$ cat config.mk
export PLATFORM = sky130hd
export DESIGN_NAME = r30fc_ctrl
export DESIGN_NICKNAME = d
export VERILOG_FILES = /design/src/hw/rtl/rule30_feistel_block_cipher_defines.svh /design/src/hw/rtl/r30fc_pkg.sv /design/src/hw/rtl/r30fc_ctrl.sv
export SDC_FILE = /design/constraint.sdc
export NUM_CORES = 1
export LEC_CHECK = 0
export BUFFER_PORTS_ARGS = -buffer_cell sky130_fd_sc_hd__clkbuf_2
export CORE_ASPECT_RATIO = 1.2
export CORE_MARGIN = 2
export CORE_UTILIZATION = 25
export CTS_BUF_LIST = sky130_fd_sc_hd__clkbuf_16
export DETAILED_ROUTE_END_ITERATION = 16
export PLACE_DENSITY_LB_ADDON = 0.12
export SKIP_CTS_REPAIR_TIMING = 1
export SYNTH_ARGS = -nofsm -noshare
export SYNTH_HDL_FRONTEND = slang
export SYNTH_SLANG_ARGS = --single-unit
$ cat constraint.sdc
create_clock -name clk -period 2.1 [get_ports clk]
set_input_delay 0.315 -clock clk [delete_from_list [all_inputs] [get_ports clk]]
set_output_delay 0.315 -clock clk [all_outputs]
set_load 0.05 [all_outputs]
$ cat src/hw/rtl/rule30_feistel_block_cipher_defines.svh
// Assertion macros for the rule-30 Feistel block cipher.
// Used by the top level only; bodies are empty when SYNTHESIS is defined.
`ifndef RULE30_FEISTEL_BLOCK_CIPHER_DEFINES_SVH
`define RULE30_FEISTEL_BLOCK_CIPHER_DEFINES_SVH

`ifndef SYNTHESIS
// same-cycle implication
`define R30FC_ASSERT_IMP(label, clk, rst_n, ante, cons) \
  label: assert property (@(posedge clk) disable iff (!rst_n) (ante) |-> (cons)) \
    else $error("r30fc assertion failed");
// next-cycle implication
`define R30FC_ASSERT_NXT(label, clk, rst_n, ante, cons) \
  label: assert property (@(posedge clk) disable iff (!rst_n) (ante) |=> (cons)) \
    else $error("r30fc assertion failed");
`else
`define R30FC_ASSERT_IMP(label, clk, rst_n, ante, cons)
`define R30FC_ASSERT_NXT(label, clk, rst_n, ante, cons)
`endif

`endif

$ cat src/hw/rtl/r30fc_pkg.sv
// Shared types and constants of the rule-30 Feistel block cipher.
// No dependencies.
`timescale 1ns / 1ps
`default_nettype none

package r30fc_pkg;

  localparam int WORD_W          = 32;
  localparam int BLOCK_W         = 64;
  localparam int KEY_W           = 64;
  localparam int CFG_INDEX_W     = 3;
  localparam int ROUND_KEY_COUNT = 32;
  localparam int WHITEN_COUNT    = 4;
  localparam int MIX_WORDS       = 4;
  localparam int GENERATIONS     = 5;
  localparam int STIR_COUNT      = WHITEN_COUNT + ROUND_KEY_COUNT;
  localparam int CNT_W           = $clog2(STIR_COUNT);
  localparam int STEP_W          = 3;
  localparam int MIX_IDX_W       = $clog2(MIX_WORDS);
  localparam int KEY_TAP_HI      = 7;
  localparam int KEY_TAP_LO      = ROUND_KEY_COUNT - 5;

  // sub-steps of one stir pass
  localparam logic [STEP_W-1:0] STEP_M0  = 3'd0;
  localparam logic [STEP_W-1:0] STEP_M1  = 3'd1;
  localparam logic [STEP_W-1:0] STEP_M2  = 3'd2;
  localparam logic [STEP_W-1:0] STEP_M3  = 3'd3;
  localparam logic [STEP_W-1:0] STEP_OUT = 3'd4;

  typedef logic [WORD_W-1:0] word_t;

  typedef enum logic [2:0] {
    ST_IDLE,
    ST_MIX_INIT,
    ST_STIR,
    ST_SCHED_W,
    ST_SCHED_K,
    ST_WHITEN,
    ST_ROUND,
    ST_FINAL
  } state_t;

  typedef enum logic [3:0] {
    OP_NOP,
    OP_LOAD_IN,
    OP_MIX_INIT,
    OP_STIR,
    OP_SCHED_W,
    OP_SCHED_K,
    OP_WHITEN,
    OP_ROUND,
    OP_FINAL
  } op_t;

  typedef struct packed {
    op_t                   op;
    logic [MIX_IDX_W-1:0]  mix_idx;
    logic [STEP_W-1:0]     stir_step;
    logic                  to_w;
    logic                  last;
  } cmd_t;

endpackage

`default_nettype wire

$ cat src/hw/rtl/r30fc_ctrl.sv
// Controller FSM: sequences derivation, scheduling, rounds and result transfer.
// Depends on r30fc_pkg.
`timescale 1ns / 1ps
`default_nettype none

module r30fc_ctrl (
  input  wire              clk,
  input  wire              rst_n,
  input  wire              in_tvalid,
  input  wire              in_tuser,
  output logic             in_tready,
  input  wire              out_tready,
  output logic             out_tvalid,
  output r30fc_pkg::cmd_t  cmd
);
  import r30fc_pkg::*;

  state_t              state_r, state_nxt;
  logic [CNT_W-1:0]    cnt_r, cnt_nxt;
  logic [STEP_W-1:0]   step_r, step_nxt;
  logic                cycle_valid_r, cycle_valid_nxt;
  logic                out_valid_r, out_valid_nxt;
  logic                in_xfer;
  logic                out_free;

  assign in_tready = (state_r == ST_IDLE);
  assign in_xfer   = in_tvalid && in_tready;
  assign out_free  = !out_valid_r || out_tready;

  // next state
  always_comb begin
    state_nxt       = state_r;
    cnt_nxt         = cnt_r;
    step_nxt        = step_r;
    cycle_valid_nxt = cycle_valid_r;
    out_valid_nxt   = out_valid_r;
    if (out_tready) out_valid_nxt = 1'b0;
    case (state_r)
      ST_IDLE: begin
        if (in_xfer) begin
          cnt_nxt = '0;
          if (in_tuser || !cycle_valid_r) state_nxt = ST_MIX_INIT;
          else                            state_nxt = ST_SCHED_W;
        end
      end
      ST_MIX_INIT: begin
        cnt_nxt = cnt_r + 1'b1;
        if (cnt_r == CNT_W'(MIX_WORDS - 1)) begin
          state_nxt = ST_STIR;
          cnt_nxt   = '0;
          step_nxt  = STEP_M0;
        end
      end
      ST_STIR: begin
        if (step_r == STEP_OUT) begin
          step_nxt = STEP_M0;
          cnt_nxt  = cnt_r + 1'b1;
          if (cnt_r == CNT_W'(STIR_COUNT - 1)) begin
            state_nxt       = ST_SCHED_W;
            cnt_nxt         = '0;
            cycle_valid_nxt = 1'b1;
          end
        end else begin
          step_nxt = step_r + 1'b1;
        end
      end
      ST_SCHED_W: begin
        cnt_nxt = cnt_r + 1'b1;
        if (cnt_r == CNT_W'(WHITEN_COUNT - 1)) begin
          state_nxt = ST_SCHED_K;
          cnt_nxt   = '0;
        end
      end
      ST_SCHED_K: begin
        cnt_nxt = cnt_r + 1'b1;
        if (cnt_r == CNT_W'(ROUND_KEY_COUNT - 1)) begin
          state_nxt = ST_WHITEN;
          cnt_nxt   = '0;
        end
      end
      ST_WHITEN: begin
        state_nxt = ST_ROUND;
        cnt_nxt   = '0;
      end
      ST_ROUND: begin
        cnt_nxt = cnt_r + 1'b1;
        if (cnt_r == CNT_W'(ROUND_KEY_COUNT - 1)) begin
          state_nxt = ST_FINAL;
          cnt_nxt   = '0;
        end
      end
      ST_FINAL: begin
        if (out_free) begin
          state_nxt     = ST_IDLE;
          out_valid_nxt = 1'b1;
        end
      end
      default: begin
        state_nxt = ST_IDLE;
      end
    endcase
  end

  // datapath commands
  always_comb begin
    cmd.op        = OP_NOP;
    cmd.mix_idx   = cnt_r[MIX_IDX_W-1:0];
    cmd.stir_step = step_r;
    cmd.to_w      = (cnt_r < CNT_W'(WHITEN_COUNT));
    cmd.last      = 1'b0;
    case (state_r)
      ST_IDLE:     if (in_xfer) cmd.op = OP_LOAD_IN;
      ST_MIX_INIT: cmd.op = OP_MIX_INIT;
      ST_STIR:     cmd.op = OP_STIR;
      ST_SCHED_W: begin
        cmd.op   = OP_SCHED_W;
        cmd.last = (cnt_r == CNT_W'(WHITEN_COUNT - 1));
      end
      ST_SCHED_K: begin
        cmd.op   = OP_SCHED_K;
        cmd.last = (cnt_r == CNT_W'(ROUND_KEY_COUNT - 1));
      end
      ST_WHITEN:   cmd.op = OP_WHITEN;
      ST_ROUND:    cmd.op = OP_ROUND;
      ST_FINAL:    if (out_free) cmd.op = OP_FINAL;
      default:     cmd.op = OP_NOP;
    endcase
  end

  always_ff @(posedge clk) begin
    if (!rst_n) begin
      state_r       <= ST_IDLE;
      cnt_r         <= '0;
      step_r        <= STEP_M0;
      cycle_valid_r <= 1'b0;
      out_valid_r   <= 1'b0;
    end else begin
      state_r       <= state_nxt;
      cnt_r         <= cnt_nxt;
      step_r        <= step_nxt;
      cycle_valid_r <= cycle_valid_nxt;
      out_valid_r   <= out_valid_nxt;
    end
  end

  assign out_tvalid = out_valid_r;

endmodule

`default_nettype wire

**Word-level counts from Yosys, hierarchy flattened**

Cells that the tools add are included.

- Logic and storage cells: 67
- Flip-flop bits (word level): 14
- Output and inout port bits: 13
- Input port bits: 5

- Reductions and logical operators: 14
- Equal/unequal tests: 19
- Multiplexer cells: 26
- Add/sub/neg operators: 2
- $lt $le $gt $ge: 1

Operators with widths:

| operator | number |
|---|---|
| one-hot mux 4 bit (8 select lines) | 1 |
| two-way mux 3 bit | 10 |
| two-way mux 6 bit | 5 |
| one-hot mux 6 bit (5 select lines) | 1 |
| one-hot mux 3 bit (8 select lines) | 1 |
| equality test 3 bit (second input constant) | 5 |
| inequality test 2 bit (second input constant) | 7 |
| AND reduction 8 bit | 1 |
| adder 6 x 1 -> 6 bit (second input constant) | 1 |
| equality test 3 x 2 -> 1 bit (second input constant) | 2 |
| equality test 6 x 2 -> 1 bit (second input constant) | 1 |
| equality test 6 x 5 -> 1 bit (second input constant) | 1 |
| equality test 6 bit (second input constant) | 1 |
| < comparator 6 x 3 -> 1 bit (second input constant) | 1 |
| one-hot mux 3 bit (2 select lines) | 1 |
| AND reduction 3 bit | 2 |
| nonzero test 5 bit | 1 |
| two-way mux 1 bit | 4 |
| two-way mux 4 bit | 1 |
| OR reduction 2 bit | 2 |
| adder 3 x 1 -> 3 bit (second input constant) | 1 |
| equality test 3 x 1 -> 1 bit (second input constant) | 1 |
| zero test 3 bit | 1 |
| zero test 1 bit | 2 |
| other kinds (7) | 8 |

**Depth between registers and ports, before layout**

- Depth after elaboration: 5
- Mapped depth: 8
- Mapped depth without buffers: 7

**Least setup slack after synthesis**

No wires, ideal clock.

- Kind: register -> output
- Start point: register cnt_r[0]
- End point: output cmd[0] in the netlist's numbering
- Arrival: 2.136 ns
- Data required time: 1.785 ns
- Stages on the path, launching flop included: 6
- Path buffers: 1
- Setup slack: -0.351 ns
- Cell sequence: dfxtp_1 -> ha_1 -> nor2b_1 -> buf_2 -> nand2_1 -> o32ai_1

RTL lines:

| item | RTL line | text |
|---|---|---|
| start, declared | r30fc_ctrl.sv:19 | `logic [CNT_W-1:0] cnt_r, cnt_nxt;` |
| start signal, assigned | r30fc_ctrl.sv:139 | `cnt_r <= cnt_nxt;` |
| end, declared | r30fc_ctrl.sv:14 | `output r30fc_pkg::cmd_t cmd` |

==> impl_metrics.toml <==
[power]
p_total_mw = 1.403
irDropWorstVdd_uv = 220.1
total_leakage_power_nw = 0.4805
powerDensity_nw_per_um2 = 1101

[sta]
clock.fmax_ghz = 0.4956
tns_ns = 0
slew_violations = 0
tightest_slew_ns = 0.4216
worst_slack_ns = 0.08214
clock-skew-final_ns = 0.003581
finalCriticalPeriod_ns = 2.018
final_hold_viol_count = 0
setup_viol = 0
period_share = 0.9609
maxSlewHeadroom = 0.7186

[floorplan]
die_area_um2 = 4554
row_count = 25
pin_count = 18
core_area_um2 = 3910
die_w_um = 61.94
die_h_um = 73.53
start_util = 0.2576

[worst_setup_path]
reg2reg_slack_ns = 0.22
required_ns = 1.78
worst_setup_path_start_kind = "register"
cp_slowest_cell = "or3_1"
worstPathCellList = "ha_1 -> nand2_1 -> or3_1 -> o32ai_2 -> buf_6"
cpPeakStageDelay_ns = 0.40
critPathMaxFanout = 5
crit_type = "register to primary output"
worstReg2RegStart = "cnt_r[0]$_SDFFE_PN0P_"
r2r_cells = 7
crit_arrival_ns = 1.70
worstReg2RegEnd = "cnt_r[3]$_SDFFE_PN0P_"
end_kind = "primary output"

[route]
finalWirelength_mm = 2.689
wl_per_cell_um = 13.05
antenna_left = 0
vias_per_cell = 4.782
vias = 985
drcViolationCount = 0
first_pass_iters = 4
drtIter0Drc = 64

[clock_tree]
h-tree-depth = 1
clk_latency_ns = 0.25
cts.sinks = 14
root_buffer = "clkbuf_16"
cts_tree = "done"
clk_pin_slew_worst_paths_ns = 0.05
cts_buffers = 3
clock_path_buffers = 2

[finish]
fillCellCount = 423
nets = 163
syn_to_final_growth_pct = 26.46
layout-drive-gt1-share = 0.2566
diodes = 0

[logic_synthesis]
yosysWarnings = 0
synth_xor_area_frac = 0.01739
synth_top_cell_by_area = "dfxtp_1"
synth_fa_ha_area_frac = 0.06211
syn_nets = 144
syn_area_per_cell_um2 = 7.517
synth-compound-area-share = 0.2609
yosysTopAreaCellShare = 0.2783
synth-simple-area-share = 0.3019
synth_top_family_by_area = "simple AND/OR/NAND/NOR gates"
synthTopCellsByArea = "dfxtp_1, nand2_1, ha_1"
synth_cell_types = 39
synthMuxAreaShare = 0
synth_seq_cells = 14
netlist_area_um2 = 1007
synthCells = 134
synth_seq_area_share = 0.2783

[global_routing]
top_usage_layer = "met2"
use_met2 = 0.1991
grtUsageMet3 = 0.02641
track_usage = 0.1244
grt_pass1_vias = 880
antenna_found_initial = 0
gr-total-overflow = 0
grt_max_degree = 16
grtUsageMet1 = 0.1588
grt_pass1_wl_mm = 4.174

[flow_run]
drv_cap = 0

[worst_hold_path]
min_to = "cycle_valid_r$_SDFFE_PN0P_"
min-delay-start = "rst_n"
holdPathStages = 2
worstHoldPathType = "input pin to register"

[placed_design]
io_buffers = 17
place_ws_ns = 0.2254
dpl.hpwl_mm = 2.059
routabilityCongestion = 0.7331

[run_status]
status = "completed"
-- cell families (layout without fill, tap and decap cells) --
kind of cell,Yosys count,in the layout
AOI/OAI and AO/OA,34,34
adders and majority gates,5,5
xor gates and xnor gates,2,2
buffers and inverters,17,35
DFF,14,14
and+or+nand+nor,62,62
-- layout by cell type, fill, tap and decap left out, types with 2 or more instances in the layout --
| cell type | n |
|---|---|
| or3_1 | 2 |
| nor2_1 | 13 |
| inv_1 | 6 |
| or2_2 | 2 |
| a311oi_1 | 2 |
| and3_1 | 2 |
| buf_4 | 8 |
| clkbuf_2 | 16 |
| o31ai_1 | 2 |
| nand3_1 | 8 |
| nand2_1 | 18 |
| nand3b_1 | 2 |
| dfxtp_1 | 14 |
| ha_1 | 5 |
| o21ai_0 | 4 |
| a22o_1 | 2 |
| clkbuf_16 | 3 |
| nor3_2 | 2 |
| nor3_1 | 5 |
| a31oi_1 | 7 |
| o32ai_2 | 2 |
| a21oi_1 | 8 |
-- registers in the layout, summed over array words and instances (netlist names) --
| register | flops |
|---|---|
| cycle_valid_r | 1 |
| step_r | 3 |
| out_tvalid | 1 |
| state_r | 3 |
| cnt_r | 6 |
-- final cells by class --
cell class	instances	area [um^2]	share of cell area
Tap cell	54	67.56	0.05305
Clock inverter	1	3.754	0.002947
Inverter	6	22.52	0.01768
Clock buffer	3	75.07	0.05894
Timing Repair Buffer	25	151.4	0.1189
Sequential cell	14	280.3	0.2200
Multi-Input combinational cell	103	673.1	0.5285
-- metrics by stage --
step,hold slack [ns],util,cells,area (um^2)
6_report,0.3120,0.3258,206,1274
3_5_place_dp,0.4658,0.3021,202,1181
3_3_place_gp,0.4619,0.3021,202,1181
4_1_cts,0.3086,0.3222,206,1260
5_1_grt,0.3186,0.3258,206,1274
2_1_floorplan,0.4327,-,134,1026
-- how the worst max path moves through the flow --
stage,startpoint,endpoint,cells past startpoint
2_1_floorplan,state_r[0]$_SDFFE_PN0P_,cnt_r[4]$_SDFFE_PN0P_,8
3_3_place_gp,cnt_r[0]$_SDFFE_PN0P_,cnt_r[5]$_SDFFE_PN0P_,7
3_5_place_dp,cnt_r[0]$_SDFFE_PN0P_,cnt_r[3]$_SDFFE_PN0P_,7
4_1_cts,cnt_r[0]$_SDFFE_PN0P_,cmd[0],5
5_1_grt,cnt_r[0]$_SDFFE_PN0P_,cmd[0],5
6_report,cnt_r[0]$_SDFFE_PN0P_,cmd[0],5
-- synthesized netlist by cell type (all sizes together) --
cell / instances
nand4b: 1
o31ai: 2
a21oi: 8
nand2: 18
nand3b: 2
xnor2: 1
a31oi: 7
or3b: 1
buf: 8
or3: 2
inv: 6
nor2: 13
xor2: 1
and3b: 1
a31o: 1
a32oi: 2
nor3: 7
ha: 5
or2: 2
clkbuf: 3
a21bo: 1
o32ai: 2
nand3: 8
a22o: 2
o21ai: 5
dfxtp: 14
a311oi: 2
nor4: 1
nor2b: 2
nor3b: 1
and3: 2
a21o: 1
and2b: 1
o21a: 1
-- per-layer routing --
metal  up-vias  part of all wire
li1        517                 -
met1       446              0.47
met2        18              0.49
met3         4             0.034
met4         0             0.012
met5         -                 0
-- power by group --
part	internal [mW]	switching, mW	leakage [nW]	total (mW)
logic	0.229	0.487	0.328	0.716
registers	0.294	0.0230	0.113	0.317
clock network	0.252	0.117	0.0385	0.370
-- critical path: cells and delay by family (launching register included) --
kind / cells / cell delay (ns)
AO/OA/AOI/OAI: 1 / 0.16
adder cells (fa/ha/maj): 1 / 0.23
buffers and inverters: 1 / 0.20
flip-flops: 1 / 0.38
AND/OR/NAND/NOR: 2 / 0.48
Note: power is estimated with default switching activity, not from simulation.
