**src/hw/rtl/rule30_feistel_block_cipher_defines.svh**
```systemverilog
// Assertion macros for the rule-30 Feistel block cipher.
// Used by the top level only; bodies are empty when SYNTHESIS is defined.
`ifndef RULE30_FEISTEL_BLOCK_CIPHER_DEFINES_SVH
`define RULE30_FEISTEL_BLOCK_CIPHER_DEFINES_SVH

`ifndef SYNTHESIS
// same-cycle implication
`define R30FC_ASSERT_IMP(label, clk, rst_n, ante, cons) \
  label: assert property (@(posedge clk) disable iff (!rst_n) (ante) |-> (cons)) \
    else $error("r30fc assertion failed");
// next-cycle implication
`define R30FC_ASSERT_NXT(label, clk, rst_n, ante, cons) \
  label: assert property (@(posedge clk) disable iff (!rst_n) (ante) |=> (cons)) \
    else $error("r30fc assertion failed");
`else
`define R30FC_ASSERT_IMP(label, clk, rst_n, ante, cons)
`define R30FC_ASSERT_NXT(label, clk, rst_n, ante, cons)
`endif

`endif

```
**src/hw/rtl/r30fc_pkg.sv**
```systemverilog
// Shared types and constants of the rule-30 Feistel block cipher.
// No dependencies.
`timescale 1ns / 1ps
`default_nettype none

package r30fc_pkg;

  localparam int WORD_W          = 32;
  localparam int BLOCK_W         = 64;
  localparam int KEY_W           = 64;
  localparam int CFG_INDEX_W     = 3;
  localparam int ROUND_KEY_COUNT = 32;
  localparam int WHITEN_COUNT    = 4;
  localparam int MIX_WORDS       = 4;
  localparam int GENERATIONS     = 5;
  localparam int STIR_COUNT      = WHITEN_COUNT + ROUND_KEY_COUNT;
  localparam int CNT_W           = $clog2(STIR_COUNT);
  localparam int STEP_W          = 3;
  localparam int MIX_IDX_W       = $clog2(MIX_WORDS);
  localparam int KEY_TAP_HI      = 7;
  localparam int KEY_TAP_LO      = ROUND_KEY_COUNT - 5;

  // sub-steps of one stir pass
  localparam logic [STEP_W-1:0] STEP_M0  = 3'd0;
  localparam logic [STEP_W-1:0] STEP_M1  = 3'd1;
  localparam logic [STEP_W-1:0] STEP_M2  = 3'd2;
  localparam logic [STEP_W-1:0] STEP_M3  = 3'd3;
  localparam logic [STEP_W-1:0] STEP_OUT = 3'd4;

  typedef logic [WORD_W-1:0] word_t;

  typedef enum logic [2:0] {
    ST_IDLE,
    ST_MIX_INIT,
    ST_STIR,
    ST_SCHED_W,
    ST_SCHED_K,
    ST_WHITEN,
    ST_ROUND,
    ST_FINAL
  } state_t;

  typedef enum logic [3:0] {
    OP_NOP,
    OP_LOAD_IN,
    OP_MIX_INIT,
    OP_STIR,
    OP_SCHED_W,
    OP_SCHED_K,
    OP_WHITEN,
    OP_ROUND,
    OP_FINAL
  } op_t;

  typedef struct packed {
    op_t                   op;
    logic [MIX_IDX_W-1:0]  mix_idx;
    logic [STEP_W-1:0]     stir_step;
    logic                  to_w;
    logic                  last;
  } cmd_t;

endpackage

`default_nettype wire

```
**src/hw/rtl/r30fc_round.sv**
```systemverilog
// Round function: key XOR then five generations of circular rule-30.
// Depends on r30fc_pkg.
`timescale 1ns / 1ps
`default_nettype none

module r30fc_round (
  input  wire r30fc_pkg::word_t half,
  input  wire r30fc_pkg::word_t key,
  output r30fc_pkg::word_t      y
);
  import r30fc_pkg::*;

  word_t v;

  always_comb begin
    v = half ^ key;
    for (int g = 0; g < GENERATIONS; g++) begin
      v = {v[WORD_W-2:0], v[WORD_W-1]} ^ (v | {v[0], v[WORD_W-1:1]});
    end
  end

  assign y = v;

endmodule

`default_nettype wire

```
**src/hw/rtl/r30fc_dp.sv**
```systemverilog
// Datapath: config registers, key-cycle storage, mixing words, Feistel halves.
// Depends on r30fc_pkg and r30fc_round.
`timescale 1ns / 1ps
`default_nettype none

module r30fc_dp (
  input  wire                             clk,
  input  wire                             rst_n,
  input  wire                             cfg_we,
  input  wire [r30fc_pkg::CFG_INDEX_W-1:0] cfg_index,
  input  wire [r30fc_pkg::KEY_W-1:0]      cfg_data,
  input  wire [r30fc_pkg::BLOCK_W-1:0]    in_block,
  input  wire r30fc_pkg::cmd_t            cmd,
  output logic [r30fc_pkg::BLOCK_W-1:0]   result_block
);
  import r30fc_pkg::*;

  localparam logic [CFG_INDEX_W-1:0] REG_KEY0 = 3'd0;
  localparam logic [CFG_INDEX_W-1:0] REG_KEY1 = 3'd1;
  localparam logic [CFG_INDEX_W-1:0] REG_KEY2 = 3'd2;
  localparam logic [CFG_INDEX_W-1:0] REG_KEY3 = 3'd3;
  localparam logic [CFG_INDEX_W-1:0] REG_MODE = 3'd4;

  localparam logic [MIX_IDX_W-1:0] MIX0 = 2'd0;
  localparam logic [MIX_IDX_W-1:0] MIX1 = 2'd1;
  localparam logic [MIX_IDX_W-1:0] MIX2 = 2'd2;

  logic [KEY_W-1:0] key0_r, key1_r, key2_r, key3_r;
  logic [KEY_W-1:0] key0_nxt, key1_nxt, key2_nxt, key3_nxt;
  logic             mode_r, mode_nxt;

  word_t m0_r, m1_r, m2_r, m3_r;
  word_t m0_nxt, m1_nxt, m2_nxt, m3_nxt;
  word_t w_r   [WHITEN_COUNT];
  word_t w_nxt [WHITEN_COUNT];
  word_t wn_r   [WHITEN_COUNT-1];
  word_t wn_nxt [WHITEN_COUNT-1];
  word_t k_r   [ROUND_KEY_COUNT];
  word_t k_nxt [ROUND_KEY_COUNT];
  word_t kn_r   [ROUND_KEY_COUNT-1];
  word_t kn_nxt [ROUND_KEY_COUNT-1];
  word_t l_r, r_r, l_nxt, r_nxt;
  logic [BLOCK_W-1:0] result_r, result_nxt;

  word_t fn_a, fn_b, fn_y;

  r30fc_round u_round (
    .half (fn_a),
    .key  (fn_b),
    .y    (fn_y)
  );

  // operand select for the shared round unit
  always_comb begin
    fn_a = l_r;
    fn_b = k_r[0];
    case (cmd.op)
      OP_MIX_INIT: begin
        case (cmd.mix_idx)
          MIX0: begin
            fn_a = key0_r[KEY_W-1:WORD_W];
            fn_b = key1_r[WORD_W-1:0];
          end
          MIX1: begin
            fn_a = key1_r[KEY_W-1:WORD_W];
            fn_b = key2_r[WORD_W-1:0];
          end
          MIX2: begin
            fn_a = key2_r[KEY_W-1:WORD_W];
            fn_b = key3_r[WORD_W-1:0];
          end
          default: begin
            fn_a = key3_r[KEY_W-1:WORD_W];
            fn_b = key0_r[WORD_W-1:0];
          end
        endcase
      end
      OP_STIR: begin
        case (cmd.stir_step)
          STEP_M0: begin
            fn_a = m2_r;
            fn_b = m1_r;
          end
          STEP_M1: begin
            fn_a = m3_r;
            fn_b = m2_r;
          end
          STEP_M2: begin
            fn_a = m0_r;
            fn_b = m3_r;
          end
          STEP_M3: begin
            fn_a = m1_r;
            fn_b = m0_r;
          end
          default: begin
            fn_a = m0_r;
            fn_b = m1_r;
          end
        endcase
      end
      OP_SCHED_W: begin
        fn_a = w_r[1];
        fn_b = w_r[0];
      end
      OP_SCHED_K: begin
        fn_a = k_r[KEY_TAP_HI];
        fn_b = k_r[KEY_TAP_LO];
      end
      OP_ROUND: begin
        fn_a = l_r;
        fn_b = mode_r ? k_r[ROUND_KEY_COUNT-1] : k_r[0];
      end
      default: begin
        fn_a = l_r;
        fn_b = k_r[0];
      end
    endcase
  end

  // config registers
  always_comb begin
    key0_nxt = key0_r;
    key1_nxt = key1_r;
    key2_nxt = key2_r;
    key3_nxt = key3_r;
    mode_nxt = mode_r;
    if (cfg_we) begin
      case (cfg_index)
        REG_KEY0: key0_nxt = cfg_data;
        REG_KEY1: key1_nxt = cfg_data;
        REG_KEY2: key2_nxt = cfg_data;
        REG_KEY3: key3_nxt = cfg_data;
        REG_MODE: mode_nxt = cfg_data[0];
        default:  mode_nxt = mode_r;
      endcase
    end
  end

  // key cycle, mixing words and block halves
  always_comb begin
    m0_nxt     = m0_r;
    m1_nxt     = m1_r;
    m2_nxt     = m2_r;
    m3_nxt     = m3_r;
    w_nxt      = w_r;
    wn_nxt     = wn_r;
    k_nxt      = k_r;
    kn_nxt     = kn_r;
    l_nxt      = l_r;
    r_nxt      = r_r;
    result_nxt = result_r;
    case (cmd.op)
      OP_LOAD_IN: begin
        l_nxt = in_block[BLOCK_W-1:WORD_W];
        r_nxt = in_block[WORD_W-1:0];
      end
      OP_MIX_INIT: begin
        case (cmd.mix_idx)
          MIX0:    m0_nxt = fn_y;
          MIX1:    m1_nxt = fn_y;
          MIX2:    m2_nxt = fn_y;
          default: m3_nxt = fn_y;
        endcase
      end
      OP_STIR: begin
        case (cmd.stir_step)
          STEP_M0: m0_nxt = fn_y;
          STEP_M1: m1_nxt = fn_y;
          STEP_M2: m2_nxt = fn_y;
          STEP_M3: m3_nxt = fn_y;
          default: begin
            if (cmd.to_w) begin
              for (int j = 0; j < WHITEN_COUNT - 1; j++) w_nxt[j] = w_r[j+1];
              w_nxt[WHITEN_COUNT-1] = fn_y;
            end else begin
              for (int j = 0; j < ROUND_KEY_COUNT - 1; j++) k_nxt[j] = k_r[j+1];
              k_nxt[ROUND_KEY_COUNT-1] = fn_y;
            end
          end
        endcase
      end
      OP_SCHED_W: begin
        for (int j = 0; j < WHITEN_COUNT - 2; j++) wn_nxt[j] = wn_r[j+1];
        wn_nxt[WHITEN_COUNT-2] = fn_y;
        if (cmd.last) begin
          for (int j = 0; j < WHITEN_COUNT - 1; j++) w_nxt[j] = wn_r[j];
          w_nxt[WHITEN_COUNT-1] = fn_y;
        end else begin
          for (int j = 0; j < WHITEN_COUNT; j++) w_nxt[j] = w_r[(j + 1) % WHITEN_COUNT];
        end
      end
      OP_SCHED_K: begin
        for (int j = 0; j < ROUND_KEY_COUNT - 2; j++) kn_nxt[j] = kn_r[j+1];
        kn_nxt[ROUND_KEY_COUNT-2] = fn_y;
        if (cmd.last) begin
          for (int j = 0; j < ROUND_KEY_COUNT - 1; j++) k_nxt[j] = kn_r[j];
          k_nxt[ROUND_KEY_COUNT-1] = fn_y;
        end else begin
          for (int j = 0; j < ROUND_KEY_COUNT; j++) begin
            k_nxt[j] = k_r[(j + 1) % ROUND_KEY_COUNT];
          end
        end
      end
      OP_WHITEN: begin
        l_nxt = l_r ^ (mode_r ? w_r[3] : w_r[0]);
        r_nxt = r_r ^ (mode_r ? w_r[2] : w_r[1]);
      end
      OP_ROUND: begin
        l_nxt = r_r ^ fn_y;
        r_nxt = l_r;
        // encrypt walks keys upward, decrypt downward
        for (int j = 0; j < ROUND_KEY_COUNT; j++) begin
          if (mode_r) k_nxt[j] = k_r[(j + ROUND_KEY_COUNT - 1) % ROUND_KEY_COUNT];
          else        k_nxt[j] = k_r[(j + 1) % ROUND_KEY_COUNT];
        end
      end
      OP_FINAL: begin
        result_nxt = {r_r ^ (mode_r ? w_r[0] : w_r[3]),
                      l_r ^ (mode_r ? w_r[1] : w_r[2])};
      end
      default: begin
        result_nxt = result_r;
      end
    endcase
  end

  always_ff @(posedge clk) begin
    if (!rst_n) begin
      key0_r <= '0;
      key1_r <= '0;
      key2_r <= '0;
      key3_r <= '0;
      mode_r <= 1'b0;
    end else begin
      key0_r <= key0_nxt;
      key1_r <= key1_nxt;
      key2_r <= key2_nxt;
      key3_r <= key3_nxt;
      mode_r <= mode_nxt;
    end
  end

  always_ff @(posedge clk) begin
    m0_r     <= m0_nxt;
    m1_r     <= m1_nxt;
    m2_r     <= m2_nxt;
    m3_r     <= m3_nxt;
    w_r      <= w_nxt;
    wn_r     <= wn_nxt;
    k_r      <= k_nxt;
    kn_r     <= kn_nxt;
    l_r      <= l_nxt;
    r_r      <= r_nxt;
    result_r <= result_nxt;
  end

  assign result_block = result_r;

endmodule

`default_nettype wire

```
**config.mk**
```make
export PLATFORM = sky130hd
export DESIGN_NAME = r30fc_dp
export DESIGN_NICKNAME = d
export VERILOG_FILES = /design/src/hw/rtl/rule30_feistel_block_cipher_defines.svh /design/src/hw/rtl/r30fc_pkg.sv /design/src/hw/rtl/r30fc_round.sv /design/src/hw/rtl/r30fc_dp.sv
export SDC_FILE = /design/constraint.sdc
export NUM_CORES = 2
export LEC_CHECK = 0
export ABC_AREA = 1
export BUFFER_PORTS_ARGS = -buffer_cell sky130_fd_sc_hd__buf_2
export CAP_MARGIN = 20
export CORE_UTILIZATION = 30
export DETAILED_ROUTE_END_ITERATION = 8
export GPL_TIMING_DRIVEN = 0
export HOLD_SLACK_MARGIN = 0.03
export MAX_ROUTING_LAYER = met4
export REMOVE_ABC_BUFFERS = 1
export SLEW_MARGIN = 20
export SYNTH_ARGS = -nofsm -noshare
export SYNTH_HDL_FRONTEND = slang
export SYNTH_SLANG_ARGS = --single-unit
```
**constraint.sdc**
```tcl
create_clock -name clk -period 67.8 [get_ports clk]
set_input_delay 13.56 -clock clk [delete_from_list [all_inputs] [get_ports clk]]
set_output_delay 13.56 -clock clk [all_outputs]
set_load 0.03 [all_outputs]
```
Word level (Yosys, flattened, before mapping)
Index checks and enable logic that the tools add are counted.
- register bits after elaboration: 2753
- input bits: 145
- output and inout bits: 64
- word-level logic and storage cells: 211
- equal/unequal tests: 28
- muxes and demuxes: 65
- bitwise gates (word level): 16
- reductions and logical operators: 20
- operators by type and width (operator ; count):
    $mux 1024 ; 3
    $pmux 1024 s3 ; 1
    $mux 32 ; 45
    $pmux 32 s3 ; 6
    $mux 128 ; 3
    $xor 32x32->32 ; 11
    $pmux 128 s2 ; 1
    $pmux 32 s2 ; 4
    $or 32x32->32 ; 5
    $pmux 32 s5 ; 1
    $pmux 32 s4 ; 1
    $ne 2x2->1 const B ; 11
    $reduce_and 3->1 ; 6
    $eq 4x3->1 const B ; 4
    $eq 3x2->1 const B ; 4
    $reduce_and 2->1 ; 5
    $eq 4x2->1 const B ; 2
    $eq 3x1->1 const B ; 2
    $logic_not 3->1 ; 2
    $reduce_bool 3->1 ; 2
    $eq 4x1->1 const B ; 1
    $eq 4x4->1 const B ; 1
    $reduce_bool 2->1 ; 2
    $reduce_or 4->1 ; 1
    other kinds (5) ; 5

Longest topological paths before layout
- word-level depth: 17
- mapped depth: 31
- depth with buffers taken out: 29

Cells and area by module
Synthesis repeated with hierarchy kept, for this count alone.
- cell total of the unflattened synthesis: 13541
- area total of the unflattened synthesis: 130071.0 µm²
- modules (own cells, without submodules) (module ; times used ; cells an instance ; area each (µm²) ; seq. area each (µm²)):
    r30fc_dp ; 1 ; 12393 ; 124567.0 ; 80096.8
    r30fc_round ; 1 ; 1148 ; 5504.0 ; 0.0

Worst setup path before layout
Ideal clock, no wire load.
- kind: input port to flip-flop
- from: input cmd[8] (netlist bit)
- to: register k_r[0] (netlist bit) (enable)
- library setup time: 2.765 ns
- data arrival time: 63.437 ns
- required time: 65.035 ns
- setup slack: 1.598 ns
- cell stages on the path: 8
- path buffers: 3
- cells stage by stage: buf_4 > nand2_1 > nor3_4 > inv_2 > buf_2 > buf_2 > a21oi_1 > a21oi_1
- cells in the longest elaborated chain, start to end: 3
- elaborated cells between the ends (all ways): 7
- those cells by class: eq/ne (5); reduce/logical (2)
- RTL lines (item ; line ; RTL):
    start: declaration ; r30fc_dp.sv:13 ; input wire r30fc_pkg::cmd_t cmd,
    $eq 4x2->1 or $eq 4x3->1 (tied branches) ; r30fc_dp.sv:153 ; case (cmd.op)
    $ne 2x2->1 (no source line) or $reduce_bool 3->1 (tied branches) ; - ;
    $reduce_and 3->1 (no source line) * ; - ;
    end signal: assignment ; r30fc_dp.sv:251 ; k_r <= k_nxt;
    end: declaration ; r30fc_dp.sv:38 ; word_t k_r [ROUND_KEY_COUNT];
Mark *: on every way between the ends. The rest lies on a longest branch, timed or not.
A chain may end at the register's enable or synchronous reset.

Worst setup path in the final report
- from: input cmd[8] (netlist bit)
- to: register l_r[31] (data pin)
- cells in the longest elaborated chain, start to end: 15
- elaborated cells between the ends (all ways): 22
- those cells by class: eq/ne (7); mux (3); bitwise (12)
- RTL lines (item ; line ; RTL):
    $eq 4x3->1 or $eq 4x2->1 (tied branches) ; r30fc_dp.sv:57 ; case (cmd.op)
    $pmux 32 s5 or $pmux 32 s4 (tied branches) ; r30fc_dp.sv:57 ;
    $xor 32x32->32 * ; r30fc_round.sv:16 ; v = half ^ key;
    $or 32x32->32 ; r30fc_round.sv:18 ; v = {v[WORD_W-2:0], v[WORD_W-1]} ^ (v | {v[0], v[WORD_W-1:1]});
    $xor 32x32->32 * ; r30fc_round.sv:18 ;
    $or 32x32->32 ; r30fc_round.sv:18 ;
    $xor 32x32->32 * ; r30fc_round.sv:18 ;
    $or 32x32->32 ; r30fc_round.sv:18 ;
    $xor 32x32->32 * ; r30fc_round.sv:18 ;
    $or 32x32->32 ; r30fc_round.sv:18 ;
    $xor 32x32->32 * ; r30fc_round.sv:18 ;
    $or 32x32->32 ; r30fc_round.sv:18 ;
    $xor 32x32->32 * ; r30fc_round.sv:18 ;
    net fn_y[31] ; r30fc_dp.sv:45 ; word_t fn_a, fn_b, fn_y;
    $xor 32x32->32 * ; r30fc_dp.sv:210 ; l_nxt = r_r ^ fn_y;
    $pmux 32 s3 * ; r30fc_dp.sv:153 ;
    net l_nxt[31] ; r30fc_dp.sv:42 ; word_t l_r, r_r, l_nxt, r_nxt;
    end signal: assignment ; r30fc_dp.sv:253 ; l_r <= l_nxt;
    end: declaration ; r30fc_dp.sv:42 ;
Mark *: on every way through the listed nets, which the timed path passes. The rest lies on a longest branch.

==> impl_metrics.py <==
metrics = {
    "die": {
        "fp.dieArea_sq_um": 441000,
        "rows": 242,
        "core_sq_um": 435000,
        "fp.dieH_um": 664,
        "ios": 209,
        "initial_core_util_pct": 30.2,
        "die_width_um": 664,
    },
    "critical_path": {
        "r2r-end": "k_r[4]$_DFFE_PP_",
        "critPathArrivalTime_ns": 21.62,
        "crit_start": "cmd[8]",
        "cp.required_ns": 68.44,
        "reg2reg_from": "mode_r$_SDFFE_PN0P_",
        "crit_end": "l_r[31]$_DFFE_PP_",
        "crit_path_start_kind": "primary input",
        "critPathMaxFanout": 94,
        "setup.worst_path.class": "in2reg",
        "critPathMostFrequentCell": "nand2_1",
        "r2r_cells": 30,
        "worst_setup_path_end_kind": "flip-flop",
        "r2r_setup_slack_ns": 61.45,
        "cp_slowest_cell": "nor2_4",
        "crit_path_max_incr_delay_ns": 0.79,
    },
    "detailed_routing": {
        "drtIter0Drc": 12400,
        "via_per_inst": 5.21,
        "routed_wl_mm": 399,
        "via_count": 103000,
        "post_drt_wl_per_cell_um": 20.2,
        "antenna_left": 0,
        "first_pass_iters": 7,
        "drc": 0,
    },
    "grt": {
        "use_met3_pct": 2.97,
        "grt_max_degree": 155,
        "met2_usage_pct": 26.4,
        "overflow": 0,
        "grt_pass1_wl_mm": 603,
        "antenna_found_initial": 84,
        "grt_use_met1_pct": 24.4,
        "busiest_layer": "met2",
        "grt_pass1_vias": 95900,
        "grt_use_total_pct": 17.9,
    },
    "synthesis": {
        "syn_area_sq_um": 131000,
        "syn_inst": 13900,
        "synth-seq-area-share_pct": 60.9,
        "ys_warn_count": 0,
        "ys_seq_elements": 2753,
        "synth_area_leaders": "edfxtp_1 (57%), nand2_1 (8.1%), nand3_1 (6.6%)",
        "synth_area_leader_cell": "edfxtp_1",
        "yosysUniqueCellTypes": 35,
        "synth_top_area_share_pct": 57.0,
        "syn_avg_cell_area_sq_um": 9.47,
    },
    "clock_tree": {
        "cts_resized": 0,
        "cts_max_level": 5,
        "post_cts_buffers": 0,
        "cts-hold-fix-buffers": 0,
        "insertion_delay_ns": 0.91,
        "clk_pin_slew_ns": 0.06,
        "clock-sinks": 2753,
        "cts_buffers": 295,
        "cts_tree": "done",
        "cts-root-buf": "clkbuf_16",
        "cts_max_path_buffers": 4,
    },
    "timing": {
        "finalCritPeriodShare_pct": 30.9,
        "fin_crit_ns": 20.98,
        "rsz0062_at_grt": "no",
        "fmax_ghz": 0.0477,
        "setup_viol": 0,
        "worst_pin_slew_ns": 1.16,
        "slew_violations": 0,
        "tns_ns": 0,
        "hold_viol": 0,
        "max_slew_margin_pct": 22.4,
        "skew_ns": 0.0859,
    },
    "power_and_ir_drop": {
        "peakVddDrop_uv": 22.0,
        "power_mw": 4.19,
        "p_leak_nw": 56.0,
        "power.density_nw_per_um2": 27.5,
    },
    "cells_and_area": {
        "drive_gt1_share_pct": 7.99,
        "finalNonFillerCells": 19700,
        "area_growth_pct": 16.1,
        "nets": 13800,
    },
    "place": {
        "place_inst": 19100,
        "place_congestion": 0.847,
        "io_buffer_count": 208,
        "dp_hpwl_mm": 252,
    },
    "job": {
        "cap_viol_max_count": 0,
    },
    "min_path": {
        "hold_class": "reg2reg",
    },
    "outcome": {
        "outcome": "finished clean",
    },
}
-- area by class of cell --
cell class / count / area (sq um)
Multi-Input combinational cell: 8616 / 42100
Fill cell: 43300 / 283000
Timing Repair Buffer: 498 / 8050
Sequential cell: 2753 / 80100
Inverter: 1531 / 5810
Clock inverter: 153 / 1450
Antenna cell: 63 / 158
Clock buffer: 371 / 7890
Tap cell: 5734 / 7170
-- report_power, final --
group	total [mW]	switching (mW)	leakage (nW)	internal (mW)
clock network	1.60	0.695	4.53	0.909
logic	0.603	0.448	26.5	0.155
registers	1.99	0.0253	25.0	1.96
-- per-layer routing --
| metal | share of wire [%] | vias to the layer above | wire length, um |
|---|---|---|---|
| met1 | 43 | 49900 | 173000 |
| met4 | 4.5 | 0 | 17900 |
| li1 | - | 47800 | - |
| met3 | 8.3 | 756 | 32900 |
| met5 | 0 | - | 0 |
| met2 | 44 | 4136 | 175000 |
-- cell usage after synthesis --
| cell | instances |
|---|---|
| nand2_4 | 1 |
| o31ai_1 | 963 |
| clkinv_1 | 8 |
| buf_6 | 7 |
| nor2_2 | 5 |
| dfxtp_1 | 257 |
| clkbuf_1 | 855 |
| buf_2 | 78 |
| buf_1 | 31 |
| xor2_1 | 65 |
| a31oi_1 | 3 |
| nor2_4 | 4 |
| edfxtp_1 | 2496 |
| nand3b_1 | 11 |
| nand2_1 | 2845 |
| o211ai_1 | 2 |
| a21oi_1 | 190 |
| nand2_2 | 86 |
| mux2_2 | 32 |
| nor2_1 | 884 |
| inv_2 | 41 |
| nand4_1 | 97 |
| o21ai_1 | 67 |
| a22o_1 | 1 |
| nor3_4 | 1 |
| nor2_8 | 1 |
| nand3_1 | 1747 |
| buf_4 | 11 |
| nand3_2 | 1 |
| o21ai_0 | 1566 |
| o22ai_1 | 2 |
| o221ai_1 | 32 |
| o32ai_1 | 2 |
| inv_1 | 1482 |
| nor3_1 | 8 |
-- flip-flops by register name, summed over array words and instances (netlist names) --
signal	count
l_r	32
mode_r	1
key3_r	64
key1_r	64
key2_r	64
result_block	64
w_r	128
m2_r	32
m3_r	32
kn_r	992
k_r	1024
key0_r	64
wn_r	96
m0_r	32
r_r	32
m1_r	32
-- how the worst min path moves through the flow --
stage | startpoint | cells past startpoint | end | slack, ns
after global placement | kn_r[936]$_DFFE_PN_ | 0 | kn_r[968]$_DFFE_PN_ | 0.43
after global routing | kn_r[709]$_DFFE_PN_ | 0 | kn_r[741]$_DFFE_PN_ | 0.39
after floorplan | key3_r[10]$_SDFFE_PN0P_ | 2 | key3_r[10]$_SDFFE_PN0P_ | 0.42
after CTS | kn_r[709]$_DFFE_PN_ | 0 | kn_r[741]$_DFFE_PN_ | 0.39
final | kn_r[709]$_DFFE_PN_ | 0 | kn_r[741]$_DFFE_PN_ | 0.39
after detailed placement | kn_r[125]$_DFFE_PN_ | 0 | kn_r[157]$_DFFE_PN_ | 0.43
-- cells in the final DEF, fill, tap and decap left out, types with 18 or more instances in the layout --
master and instances:
nand2_1 2836, edfxtp_1 2496, nand3_1 1743, o21ai_0 1565, inv_1 1474, o31ai_1 962, nor2_1 879, clkbuf_16 301
dfxtp_1 256, buf_2 201, buf_16 198, a21oi_1 188, nand4_1 97, nand2_2 86, o21ai_1 67, xor2_1 65
clkinv_1 64, diode_2 63, clkbuf_1 61, buf_12 55, clkinv_2 38, inv_2 34, o221ai_1 32, mux2_2 32
bufinv_16 21, buf_4 19, buf_8 18
-- logic make-up (layout without fill, tap and decap cells) --
group	Yosys count	after routing	synth area share, %
flip-flops	2753	2753	60.9
buffers and inverters	2513	2553	7.32
AO/OA/AOI/OAI	2828	2828	12.7
other	0	63	0
XOR/XNOR	65	65	0.433
multiplexers	32	32	0.274
AND/OR/NAND/NOR	5691	5691	18.4
-- stage by stage --
step	cell area (sq um)	setup WS, ns	hold WS (ns)	util, %
6_report	153000	46.82	0.393	35.1
5_1_grt	153000	46.41	0.394	35.1
4_1_cts	153000	47.05	0.385	35.0
3_5_place_dp	143000	46.10	0.432	32.9
3_3_place_gp	136000	-360.91	0.428	31.2
2_1_floorplan	128000	-61.93	0.420	-
-- critical path: cells and delay by family --
kind	cells	cell delay, ns
buffers and inverters	8	2.95
and+or+nand+nor	22	4.56
(Power assumes the default switching activity.)
